===== src/hw/rtl/smrt_pkg.sv =====
// shared types and constants for the sorted memory region table
// no dependencies
package smrt_pkg;

  localparam int DEF_MAX_REGIONS = 16;

  localparam logic [63:0] LOW_MIB     = 64'h0000_0000_0010_0000;
  localparam logic [63:0] FOUR_GIB    = 64'h0000_0001_0000_0000;
  localparam logic [31:0] TYPE_USABLE = 32'd1;

  typedef enum logic [1:0] {
    CMD_ADD,
    CMD_FIND,
    CMD_NEXT,
    CMD_NONE
  } cmd_t;

  typedef enum logic [1:0] {
    ST_OK,
    ST_SKIP,
    ST_OVERFLOW,
    ST_NOTFOUND
  } status_t;

  typedef enum logic [3:0] {
    S_IDLE,
    S_DECODE,
    S_SPLIT,
    S_INS_INIT,
    S_INS_CHK,
    S_INS_CMP,
    S_SCAN_CHK,
    S_SCAN_CMP,
    S_DONE
  } state_t;

  // controller to datapath
  typedef struct packed {
    logic load;
    logic prep;
    logic split;
    logic ins_init;
    logic ins_full;
    logic ins_rd;
    logic ins_shift;
    logic ins_place;
    logic next_part;
    logic scan_init;
    logic scan_rd;
    logic scan_step;
    logic scan_next_tab;
    logic hit;
    logic finish;
  } ctl_t;

  // datapath to controller
  typedef struct packed {
    cmd_t cmd;
    logic skip;
    logic full;
    logic have_more;
    logic idx_zero;
    logic rd_gt;
    logic scan_end;
    logic tab_upper;
    logic rd_match;
  } sts_t;

  typedef struct packed {
    logic [63:0] start;
    logic [63:0] len;
  } entry_t;

endpackage


===== src/hw/rtl/smrt_ctrl.sv =====
// sequencer for the sorted memory region table
// depends on smrt_pkg
module smrt_ctrl import smrt_pkg::*; (
  input  logic clk,
  input  logic rst_n,
  input  logic start,
  output logic busy,
  input  sts_t sts,
  output ctl_t ctl
);

  state_t state_r, state_nxt;

  always_ff @(posedge clk) begin
    if (!rst_n) begin
      state_r <= S_IDLE;
    end else begin
      state_r <= state_nxt;
    end
  end

  always_comb begin
    state_nxt = state_r;
    unique case (state_r)
      S_IDLE: begin
        if (start) state_nxt = S_DECODE;
      end
      S_DECODE: begin
        unique case (sts.cmd)
          CMD_ADD:  state_nxt = sts.skip ? S_DONE : S_SPLIT;
          CMD_FIND: state_nxt = S_SCAN_CHK;
          CMD_NEXT: state_nxt = S_SCAN_CHK;
          CMD_NONE: state_nxt = S_DONE;
        endcase
      end
      S_SPLIT: state_nxt = S_INS_INIT;
      S_INS_INIT: begin
        if (sts.full) begin
          state_nxt = sts.have_more ? S_INS_INIT : S_DONE;
        end else begin
          state_nxt = S_INS_CHK;
        end
      end
      S_INS_CHK: begin
        if (sts.idx_zero) begin
          state_nxt = sts.have_more ? S_INS_INIT : S_DONE;
        end else begin
          state_nxt = S_INS_CMP;
        end
      end
      S_INS_CMP: begin
        if (sts.rd_gt) begin
          state_nxt = S_INS_CHK;
        end else begin
          state_nxt = sts.have_more ? S_INS_INIT : S_DONE;
        end
      end
      S_SCAN_CHK: begin
        if (sts.scan_end) begin
          state_nxt = sts.tab_upper ? S_DONE : S_SCAN_CHK;
        end else begin
          state_nxt = S_SCAN_CMP;
        end
      end
      S_SCAN_CMP: state_nxt = sts.rd_match ? S_DONE : S_SCAN_CHK;
      S_DONE:     state_nxt = S_IDLE;
      default:    state_nxt = S_IDLE;
    endcase
  end

  always_comb begin
    ctl  = '0;
    busy = (state_r != S_IDLE);
    unique case (state_r)
      S_IDLE: ctl.load = start;
      S_DECODE: begin
        ctl.prep      = 1'b1;
        ctl.scan_init = (sts.cmd == CMD_FIND) || (sts.cmd == CMD_NEXT);
      end
      S_SPLIT: ctl.split = 1'b1;
      S_INS_INIT: begin
        if (sts.full) begin
          ctl.ins_full  = 1'b1;
          ctl.next_part = sts.have_more;
        end else begin
          ctl.ins_init = 1'b1;
        end
      end
      S_INS_CHK: begin
        if (sts.idx_zero) begin
          ctl.ins_place = 1'b1;
          ctl.next_part = sts.have_more;
        end else begin
          ctl.ins_rd = 1'b1;
        end
      end
      S_INS_CMP: begin
        if (sts.rd_gt) begin
          ctl.ins_shift = 1'b1;
        end else begin
          ctl.ins_place = 1'b1;
          ctl.next_part = sts.have_more;
        end
      end
      S_SCAN_CHK: begin
        if (sts.scan_end) begin
          ctl.scan_next_tab = !sts.tab_upper;
        end else begin
          ctl.scan_rd = 1'b1;
        end
      end
      S_SCAN_CMP: begin
        if (sts.rd_match) begin
          ctl.hit = 1'b1;
        end else begin
          ctl.scan_step = 1'b1;
        end
      end
      S_DONE:  ctl.finish = 1'b1;
      default: ctl = '0;
    endcase
  end

endmodule


===== config.mk =====
export PLATFORM = sky130hd
export DESIGN_NAME = smrt_ctrl
export DESIGN_NICKNAME = d
export VERILOG_FILES = /design/src/hw/rtl/smrt_pkg.sv /design/src/hw/rtl/smrt_ctrl.sv
export SDC_FILE = /design/constraint.sdc
export NUM_CORES = 1
export LEC_CHECK = 0
export BUFFER_PORTS_ARGS = -buffer_cell sky130_fd_sc_hd__buf_2
export CAP_MARGIN = 20
export CORE_AREA = 2 2 39 41
export CTS_CLUSTER_SIZE = 16
export DETAILED_ROUTE_END_ITERATION = 10
export DIE_AREA = 0 0 41 43
export PLACE_DENSITY = 0.72
export SLEW_MARGIN = 40
export SYNTH_ARGS = -nofsm -noshare
export SYNTH_HDL_FRONTEND = slang
export SYNTH_SLANG_ARGS = --single-unit

===== constraint.sdc =====
create_clock -name clk -period 2.2 [get_ports clk]
set_clock_uncertainty 0.2 [all_clocks]
set_input_delay 0.11 -clock clk [delete_from_list [all_inputs] [get_ports clk]]
set_output_delay 0.11 -clock clk [all_outputs]
set_load 0.03 [all_outputs]

== Word-level counts from Yosys, hierarchy flattened ==
Index checks and enable logic that the tools add are counted.
Cells by class
  equality and inequality tests: 12
  mux-type cells: 36
  reduce and logical (&&, ||, !) cells: 6
Operators by type and width (count)
  $mux W4: 9
  $pmux W4 S8: 1
  $mux W1: 20
  $eq A4 B3 Y1 const B: 4
  $pmux W4 S3: 1
  $eq A4 B2 Y1 const B: 2
  $mux W2: 3
  $eq A2 B2 Y1 const B: 2
  $eq A4 B1 Y1 const B: 1
  $eq A4 B4 Y1 const B: 1
  $logic_not A4 Y1: 1
  $reduce_bool A4 Y1: 1
  $pmux W1 S3: 1
  $eq A2 B1 Y1 const B: 1
  $logic_not A2 Y1: 1
  $ne A2 B2 Y1 const B: 1
  $pmux W1 S2: 1
  $reduce_or A2 Y1: 1
  $logic_not A1 Y1: 1
  $logic_or A1 B1 Y1: 1
Word-level totals
  flip-flop bits (word level): 4
  bits of input ports: 13
  output and inout bits: 16
  word-level logic and storage cells: 55

== Depth between registers and ports, before layout ==
Gate-level depths: netlist of run 1.
  depth after elaboration: 4
  depth in mapped cells: 6
  depth with buffers taken out: 6

== Least setup slack after synthesis of run 1 ==
No wires, ideal clock.
  path kind: register -> output
  start point: register state_r[1]
  end point: output ctl[2] in the netlist's numbering
  arrival: 1.745 ns
  data required time: 1.890 ns
  path slack: 0.145 ns
  cell stages (with the launch flop): 5
  path buffers: 1
  path through: dfxtp_1 -> buf_4 -> nor2b_2 -> nand2_1 -> nor4b_1
RTL lines
  start, declared: RTL line smrt_ctrl.sv:12  | state_t state_r, state_nxt;
  start signal, assigned: RTL line smrt_ctrl.sv:18  | state_r <= state_nxt;
  end, declared: RTL line smrt_ctrl.sv:9  | output ctl_t ctl

==> flow_summary.yaml, run 1 <==
hold_path:
  min_path_type: "input port to register"
global_routing:
  grt_pass1_wl_mm: 2.15
  grt_start_max_net_pins: 17
  total_grt_overflow: 0
  grt_antenna_before_repair: 0
  grt_usage: 0.178
  grt_pass1_vias: 500
place:
  place_inst: 114
  place.gp.congestion: 0.910
  detailedPlacementHpwl_mm: 1.07
  dpl_worst_slack_ns: 0.410
  placement.io_buffers: 28
  postPlaceCellArea_um2: 653
layout:
  largest_register_ffs: 4
  design.final.nets: 120
  areaGrowthSynthToFinish_pct: 34.6
  number_of_fill_cells_in_the_layout: 148
  layout.cells.non_filler: 119
  biggestRegsByFlops: "state_r (4)"
  final_common_cell: "sky130_fd_sc_hd__buf_2"
  post_route_cells_drive_above_1_share: 0.388
  post-route-cell-area_um2: 696
  antennaDiodeCount: 0
  registers.top_by_ff_count: "state_r"
  layout.cells.most_common_list: "28 x sky130_fd_sc_hd__buf_2, 11 x sky130_fd_sc_hd__nand2_1, 8 x sky130_fd_sc_hd__inv_1, 8 x sky130_fd_sc_hd__nor2_1, 4 x sky130_fd_sc_hd__dfxtp_1"
floorplanning:
  total_die_area_um2: 1760
  die_height_um: 43
  design.portCount: 29
  initial_core_util: 0.373
  core_area_um2: 1380
  core_rows: 14
  fp.dieW_um: 41
detailed_routing:
  wl_mm: 1.33
  dr.first_iter.drc_count: 8
  post_drt_wl_per_cell_um: 11.2
  detail_route.drc_violations: 0
  ant_nets_after_route: 0
  route.vias.total: 608
  post_drt_via_cell_ratio: 5.11
  firstDrtPassIters: 4
pwr:
  combPwrFrac: 0.492
  seq_power_share: 0.274
  internal-power_uw: 221
  cellLeakagePower_nw: 0.377
  total_power_divided_by_cell_area_nw_per_um2: 576
  ir_drop_mv: 0.351
  p_clk_frac: 0.234
  total_switching_power_uw: 180
  switching_share: 0.449
  design_power_total_uw: 401
yosys:
  ys_seq_area_frac: 0.155
  synth.net_count: 88
  synthesis.instances: 73
  seq_cells_post_synth: 4
  yosys_warnings: 0
  synth.distinct_cells: 34
  avg_inst_size_synth_um2: 7.08
  syn_area_um2: 517
clock_network:
  cts_max_path_buffers: 2
  clock_insertion_delay_worst_skew_ns: 0.24
  cts_max_level: 1
  cts_sinks: 4
  clk_pin_slew_worst_paths_ns: 0.04
  cts_root_buffer: "sky130_fd_sc_hd__clkbuf_4"
  postCtsResizedCells: 0
  cts_tree: "built"
  cts_inserted_buffers: 3
setup_path:
  required_ns: 1.89
  crit_path_end_kind: "output pin"
  crit_path_max_fanout: 12
  critical_path_slowest_stage_cell: "sky130_fd_sc_hd__dfxtp_1"
  crit_path_cell_trace: "nor3b_2 > o21ai_2 > a211oi_2 > buf_2"
  worst_path_largest_cell_delay_ns: 0.56
  start_kind: "register"
  worstPathArrival_ns: 1.72
  timing_worst_setup_path_type: "register to output pin"
sta:
  tightestPinTransition_ns: 0.440
  slew-limit-headroom: 0.706
  period_needed_ns: 2.03
  setup_total_negative_slack_ns: 0
  rsz0062_at_grt: "no"
  finalWorstSetupSlack_ns: 0.167
  final_critical_path_share_of_the_clock_period: 0.924
  final-max-slew-violation-count: 0
  total_count_of_hold_check_failures_in_the_final_report: 0
  timing.final.setup_violations: 0
  fmax_ghz: 0.492
run:
  max_cap_viol_count: 0
outcome:
  status: "finished clean"
-- per-stage QoR --
step | util | hold slack [ns]
after floorplan | - | 0.0736
after global placement | 0.472 | 0.228
after detailed placement | 0.472 | 0.233
after CTS | 0.503 | 0.0370
after global routing | 0.503 | 0.0404
final | 0.503 | 0.0317
-- routing by layer --
metal  GRT usage  vias to the layer above  part of all wire
met4      0.0200                        0                 0
met5           0                        -                 0
met3      0.0785                        0             0.081
met1       0.254                      267              0.44
met2       0.250                       26              0.47
li1            -                      315                 -
-- cells in the mapped netlist --
cell                       count  area (um2)
sky130_fd_sc_hd__or3_1         1        6.26
sky130_fd_sc_hd__a21oi_1       3        15.0
sky130_fd_sc_hd__nand2b_1      1        6.26
sky130_fd_sc_hd__dfxtp_1       4        80.1
sky130_fd_sc_hd__and2_1        2        12.5
sky130_fd_sc_hd__nor2_1        8        30.0
sky130_fd_sc_hd__nor2b_2       1        8.76
sky130_fd_sc_hd__a31oi_1       3        18.8
sky130_fd_sc_hd__buf_4         1        7.51
sky130_fd_sc_hd__mux2_2        1        11.3
sky130_fd_sc_hd__nor4b_4       1        23.8
sky130_fd_sc_hd__o21ba_1       1        10.0
sky130_fd_sc_hd__buf_6         1        11.3
sky130_fd_sc_hd__nor2b_1       3        18.8
sky130_fd_sc_hd__nand3_1       2        10.0
sky130_fd_sc_hd__a211oi_2      1        12.5
sky130_fd_sc_hd__nor3b_2       1        12.5
sky130_fd_sc_hd__o211ai_1      1        7.51
sky130_fd_sc_hd__inv_1         8        30.0
sky130_fd_sc_hd__a211o_1       1        8.76
sky130_fd_sc_hd__or2_2         1        6.26
sky130_fd_sc_hd__ha_1          2        25.0
sky130_fd_sc_hd__and3b_1       1        8.76
sky130_fd_sc_hd__nand2_1      11        41.3
sky130_fd_sc_hd__mux2i_1       1        10.0
sky130_fd_sc_hd__o211ai_2      1        12.5
sky130_fd_sc_hd__o21ai_2       1        8.76
sky130_fd_sc_hd__and3_1        1        6.26
sky130_fd_sc_hd__o31a_1        1        8.76
sky130_fd_sc_hd__o21ai_0       2        10.0
sky130_fd_sc_hd__buf_2         1        5.00
sky130_fd_sc_hd__nor3_1        3        15.0
sky130_fd_sc_hd__nor4b_1       1        8.76
sky130_fd_sc_hd__a21oi_2       1        8.76
-- power by group through the flow --
stage / Clock [mW] / Combinational (mW) / Sequential (mW)
global placement: 0 / 0.192 / 0.111
global route: 0.107 / 0.217 / 0.114
floorplan: 0 / 0.166 / 0.0911
finish: 0.0939 / 0.197 / 0.110
detailed placement: 0 / 0.195 / 0.110
CTS: 0.0979 / 0.199 / 0.109
-- final timing paths --
kind               from         end  slack, ns  cells past startpoint
max          state_r[2]      ctl[6]       0.17                      4
min              sts[6]  state_r[2]       0.03                      3
max reg2reg  state_r[0]  state_r[2]       0.53                      4
min reg2reg  state_r[1]  state_r[0]       0.59                      3
-- layout make-up --
cell class / count / area [um2] / area share
Inverter: 8 / 30.0 / 0.0432
Sequential cell: 4 / 80.1 / 0.115
Multi-Input combinational cell: 58 / 383 / 0.550
Clock buffer: 3 / 22.5 / 0.0324
Tap cell: 16 / 20.0 / 0.0288
Timing Repair Buffer: 30 / 160 / 0.230
-- worst max-delay path, delay by kind of cell, from the launching register on --
family | cells | cell delay, ns
buf+inv | 1 | 0.22
flops | 1 | 0.56
simple gates | 1 | 0.36
compound gates | 2 | 0.35
-- cell families after synthesis --
kind of cell	after synthesis	synth area share
buf+inv	11	0.104
compound gates	16	0.235
flops	4	0.155
simple gates	38	0.416
mux	2	0.0412
fa+ha+maj	2	0.0484
-- timing repair --
action	CTS	global route
endpoints found under the hold margin	2	0
setup buffers	0	0
hold buffers	2	0
(Power assumes the default switching activity.)
==> run 2: changes to the inputs <==
--- a/config.mk
+++ b/config.mk
@@ -14,2 +14,3 @@
 export PLACE_DENSITY = 0.72
+export REMOVE_ABC_BUFFERS = 1
 export SLEW_MARGIN = 40
==> constraint.sdc (replaced) <==
create_clock -name clk -period 2.2 [get_ports clk]
set_clock_uncertainty 0.2 [all_clocks]
set_input_delay 0.33 -clock clk [delete_from_list [all_inputs] [get_ports clk]]
set_output_delay 0.33 -clock clk [all_outputs]
set_load 0.03 [all_outputs]
==> flow_summary.yaml, run 2 (synthesis results as in run 1) <==
layout:
  post_route_cells_drive_above_1_share: 0.431
  antennaDiodeCount: 0
  largest_register_ffs: 4
  registers.top_by_ff_count: "state_r"
  layout.cells.most_common_list: "28 x sky130_fd_sc_hd__buf_2, 11 x sky130_fd_sc_hd__nand2_1, 8 x sky130_fd_sc_hd__inv_1, 8 x sky130_fd_sc_hd__nor2_1"
  design.final.nets: 119
  post-route-cell-area_um2: 687
  final_common_cell: "sky130_fd_sc_hd__buf_2"
  areaGrowthSynthToFinish_pct: 32.9
  biggestRegsByFlops: "state_r (4)"
  number_of_fill_cells_in_the_layout: 151
pwr:
  ir_drop_mv: 0.412
  total_power_divided_by_cell_area_nw_per_um2: 584
  cellLeakagePower_nw: 0.375
  design_power_total_uw: 401
place:
  placement.io_buffers: 28
  detailedPlacementHpwl_mm: 1.02
  place.gp.congestion: 0.847
  postPlaceCellArea_um2: 661
floorplanning:
  total_die_area_um2: 1760
  die_height_um: 43
  initial_core_util: 0.373
  core_rows: 14
  fp.dieW_um: 41
  core_area_um2: 1380
  design.portCount: 29
sta:
  final-max-slew-violation-count: 0
  setup_total_negative_slack_ns: 0
  timing.final.setup_violations: 0
  total_count_of_hold_check_failures_in_the_final_report: 0
  final_critical_path_share_of_the_clock_period: 0.923
  period_needed_ns: 2.03
  rsz0062_at_grt: "no"
  tightestPinTransition_ns: 0.307
  slew-limit-headroom: 0.795
  fmax_ghz: 0.493
detailed_routing:
  ant_nets_after_route: 0
  detail_route.drc_violations: 0
  route.vias.total: 588
  wl_mm: 1.23
  dr.first_iter.drc_count: 6
  post_drt_wl_per_cell_um: 10.4
  firstDrtPassIters: 4
  post_drt_via_cell_ratio: 4.98
clock_network:
  cts_root_buffer: "sky130_fd_sc_hd__clkbuf_4"
  post_cts.repair.setup_buffers: 0
  clock_insertion_delay_worst_skew_ns: 0.23
  clk_pin_slew_worst_paths_ns: 0.04
  cts_max_level: 1
  cts_sinks: 4
  cts_max_path_buffers: 2
  cts_inserted_buffers: 3
  cts_tree: "built"
  postCtsHoldBufs: 0
global_routing:
  grt_pass1_vias: 484
  grt_start_max_net_pins: 13
  grt_usage: 0.145
  global_route.usage.met1: 0.173
  groute.layer.met3.usage: 0.0471
  gr-max-usage-layer: "met2"
  grt_antenna_before_repair: 0
  use_met2: 0.228
  total_grt_overflow: 0
  grt_pass1_wl_mm: 1.81
setup_path:
  worstPathArrival_ns: 1.50
  crit_path_max_fanout: 12
  required_ns: 1.67
  timing_worst_setup_path_type: "register to output pin"
  start_kind: "register"
  crit_path_end_kind: "output pin"
hold_path:
  min_path_type: "input port to register"
outcome:
  status: "finished clean"
run:
  max_cap_viol_count: 0
-- run 2: changes by cell type in the layout (fill, tap and decap cells not counted), sizes merged --
cell and delta:
buf +1, dlygate4sd3 -2
-- run 2: per-stage QoR --
step,hold slack [ns],worst slack [ns],std cells,util
after floorplan,0.294,-0.187,70,-
after global placement,0.433,0.286,115,0.477
after detailed placement,0.438,0.259,115,0.477
after CTS,0.198,0.0122,118,0.494
after global routing,0.203,0.0472,118,0.496
final,0.198,0.170,118,0.496
-- run 2: path summary, 6_finish.rpt --
path / slack [ns] / to / start / cells past startpoint
setup / recovery: 0.17 / ctl[6] / state_r[2] / 4
hold / removal: 0.20 / state_r[2] / rst_n / 3
setup reg to reg: 0.67 / state_r[3] / state_r[2] / 3
hold reg to reg: 0.51 / state_r[1] / state_r[2] / 2
-- run 2: power by group --
part | switching [mW] | total, mW | internal [mW] | leakage [nW]
Sequential | 0.0247 | 0.108 | 0.0836 | 0.0339
Clock | 0.0296 | 0.0906 | 0.0610 | 0.0138
Combinational | 0.122 | 0.202 | 0.0804 | 0.327
-- run 2: final cells by class --
class                      instances  area, um2  area share
inverter                           8       30.0      0.0437
clock buffer                       3       22.5      0.0328
tap                               16       20.0      0.0291
multi-input combinational         58        383       0.557
timing repair buffer              29        148       0.215
sequential                         4       83.8       0.122
-- run 2: layer usage --
metal  vias up  part of all wire
met5         -                 0
met4         0                 0
met3         0             0.080
met2        23              0.47
met1       256              0.45
li1        309                 -
-- run 2: critical path, stage by stage (launching register included) --
cell	delay, ns
sky130_fd_sc_hd__dfxtp_2	0.44
sky130_fd_sc_hd__nor3b_2	0.28
sky130_fd_sc_hd__o21ai_2	0.12
sky130_fd_sc_hd__a211oi_2	0.21
sky130_fd_sc_hd__buf_2	0.22
-- run 2: timing repair --
item,4_1_cts,5_1_grt
endpoints found under the setup margin,0,4
resized for setup,0,3
hold endpoints to repair,0,0
==> run 3: changes to the inputs <==
--- a/config.mk
+++ b/config.mk
@@ -9,8 +9,9 @@
 export CAP_MARGIN = 20
-export CORE_AREA = 2 2 39 41
+export CORE_MARGIN = 2
+export CORE_UTILIZATION = 38
 export CTS_CLUSTER_SIZE = 16
 export DETAILED_ROUTE_END_ITERATION = 10
-export DIE_AREA = 0 0 41 43
-export PLACE_DENSITY = 0.72
+export PLACE_DENSITY = 0.73
 export REMOVE_ABC_BUFFERS = 1
+export SKIP_CTS_REPAIR_TIMING = 1
 export SLEW_MARGIN = 40
==> constraint.sdc (replaced) <==
create_clock -name clk -period 1.7 [get_ports clk]
set_clock_uncertainty 0.2 [all_clocks]
set_input_delay 0.17 -clock clk [delete_from_list [all_inputs] [get_ports clk]]
set_output_delay 0.17 -clock clk [all_outputs]
set_load 0.03 [all_outputs]
==> flow_summary.yaml, run 3 (synthesis results as in run 1) <==
outcome:
  violations: "setup timing"
  status: "finished, violations left"
clock_network:
  cts_root_buffer: "sky130_fd_sc_hd__clkbuf_4"
  cts_sinks: 4
  cts_max_path_buffers: 2
  clock_insertion_delay_worst_skew_ns: 0.24
  clk_pin_slew_worst_paths_ns: 0.04
  cts_tree: "built"
  cts_inserted_buffers: 3
  cts_max_level: 1
detailed_routing:
  firstDrtPassIters: 3
  detail_route.drc_violations: 0
  post_drt_via_cell_ratio: 5.06
  dr.first_iter.drc_count: 5
  route.vias.total: 637
  wl_mm: 1.64
  post_drt_wl_per_cell_um: 13.0
  ant_nets_after_route: 0
global_routing:
  gr-max-usage-layer: "met2"
  grt_start_max_net_pins: 10
  groute.layer.met3.usage: 0
  grt_usage: 0.185
  use_met2: 0.316
  grt_pass1_vias: 517
  global_route.usage.met1: 0.233
  grt_antenna_before_repair: 0
  total_grt_overflow: 0
  grt_pass1_wl_mm: 2.03
sta:
  timing.final.setup_violations: 7
  final-max-slew-violation-count: 0
  total_count_of_hold_check_failures_in_the_final_report: 0
  final_critical_path_share_of_the_clock_period: 1.06
  rsz0062_at_grt: "yes"
  fmax_ghz: 0.555
  slew-limit-headroom: 0.824
  period_needed_ns: 1.80
  finalWorstSetupSlack_ns: -0.102
  tightestPinTransition_ns: 0.262
floorplanning:
  total_die_area_um2: 1670
  die_height_um: 40.9
  fp.dieW_um: 40.9
  initial_core_util: 0.402
  core_rows: 13
  design.portCount: 29
  core_area_um2: 1280
layout:
  antennaDiodeCount: 0
  number_of_fill_cells_in_the_layout: 111
  layout.cells.non_filler: 126
  largest_register_ffs: 4
  final_common_cell: "sky130_fd_sc_hd__buf_2"
  areaGrowthSynthToFinish_pct: 71.4
  registers.top_by_ff_count: "state_r"
  multi_input_area_um2: 457
  area.sequential_um2: 92.6
  layout.cells.most_common_list: "17 x sky130_fd_sc_hd__buf_2, 13 x sky130_fd_sc_hd__buf_4, 10 x sky130_fd_sc_hd__nand2_1"
  post_route_cells_drive_above_1_share: 0.595
  design.final.nets: 128
  biggestRegsByFlops: "state_r (4)"
pwr:
  total_switching_power_uw: 270
  p_clk_frac: 0.187
  ir_drop_mv: 0.444
  cellLeakagePower_nw: 0.437
  seq_power_share: 0.215
  switching_share: 0.419
  combPwrFrac: 0.598
  total_power_divided_by_cell_area_nw_per_um2: 728
  internal-power_uw: 375
  design_power_total_uw: 645
setup_path:
  start_kind: "register"
  crit_path_max_fanout: 7
  crit_path_end_kind: "output pin"
  timing_worst_setup_path_type: "register to output pin"
  required_ns: 1.33
  worstPathArrival_ns: 1.43
run:
  max_cap_viol_count: 0
place:
  place_inst: 118
  dpl_worst_slack_ns: 0.00889
  place.gp.congestion: 0.776
  detailedPlacementHpwl_mm: 1.08
  placement.io_buffers: 28
hold_path:
  min_path_type: "input port to register"
run 3: layout make-up:
cell class              instances  area share
well taps                      15      0.0212
multi-input cells              58       0.516
inverters                       8      0.0339
flip-flops and latches          4       0.105
repair buffers                 38       0.299
clock buffers                   3      0.0254
run 3: final timing paths:
kind / start / end / slack, ns / depth (start not counted)
worst max-delay path: state_r[2] / ctl[6] / -0.10 / 4
worst min-delay path: rst_n / state_r[2] / 0.03 / 3
worst max register to register: state_r[1] / state_r[1] / 0.05 / 6
worst min register to register: state_r[0] / state_r[0] / 0.44 / 3
run 3: power by group through the flow:
stage | logic (mW) | registers (mW) | clock network [mW]
final | 0.386 | 0.139 | 0.121
after global routing | 0.417 | 0.141 | 0.125
after CTS | 0.287 | 0.129 | 0.128
after detailed placement | 0.286 | 0.130 | 0
after global placement | 0.282 | 0.128 | 0
after floorplan | 0.184 | 0.135 | 0
run 3: stage by stage:
stage          cell area [um2]  setup TNS [ns]  utilization  hold slack, ns
6_report                   886          -0.253        0.689          0.0338
5_1_grt                    886          -0.793        0.689          0.0457
4_1_cts                    712           -1.68        0.554          0.0202
3_5_place_dp               689               0        0.537           0.276
3_3_place_gp               689               0        0.537           0.276
2_1_floorplan              493           -1.44            -           0.134
run 3: critical path, stage by stage (launching register included):
cell and delay, ns:
sky130_fd_sc_hd__dfxtp_4 0.39, sky130_fd_sc_hd__nor3b_4 0.29, sky130_fd_sc_hd__o21ai_2 0.13, sky130_fd_sc_hd__a211oi_2 0.20, sky130_fd_sc_hd__buf_4 0.19
run 3: per-layer routing:
metal  wire, um  part of all wire  up-vias
met5          0                 0        -
met4         63             0.038        0
met3         88             0.054        6
met2        838              0.51       25
met1        651              0.40      279
li1           -                 -      327
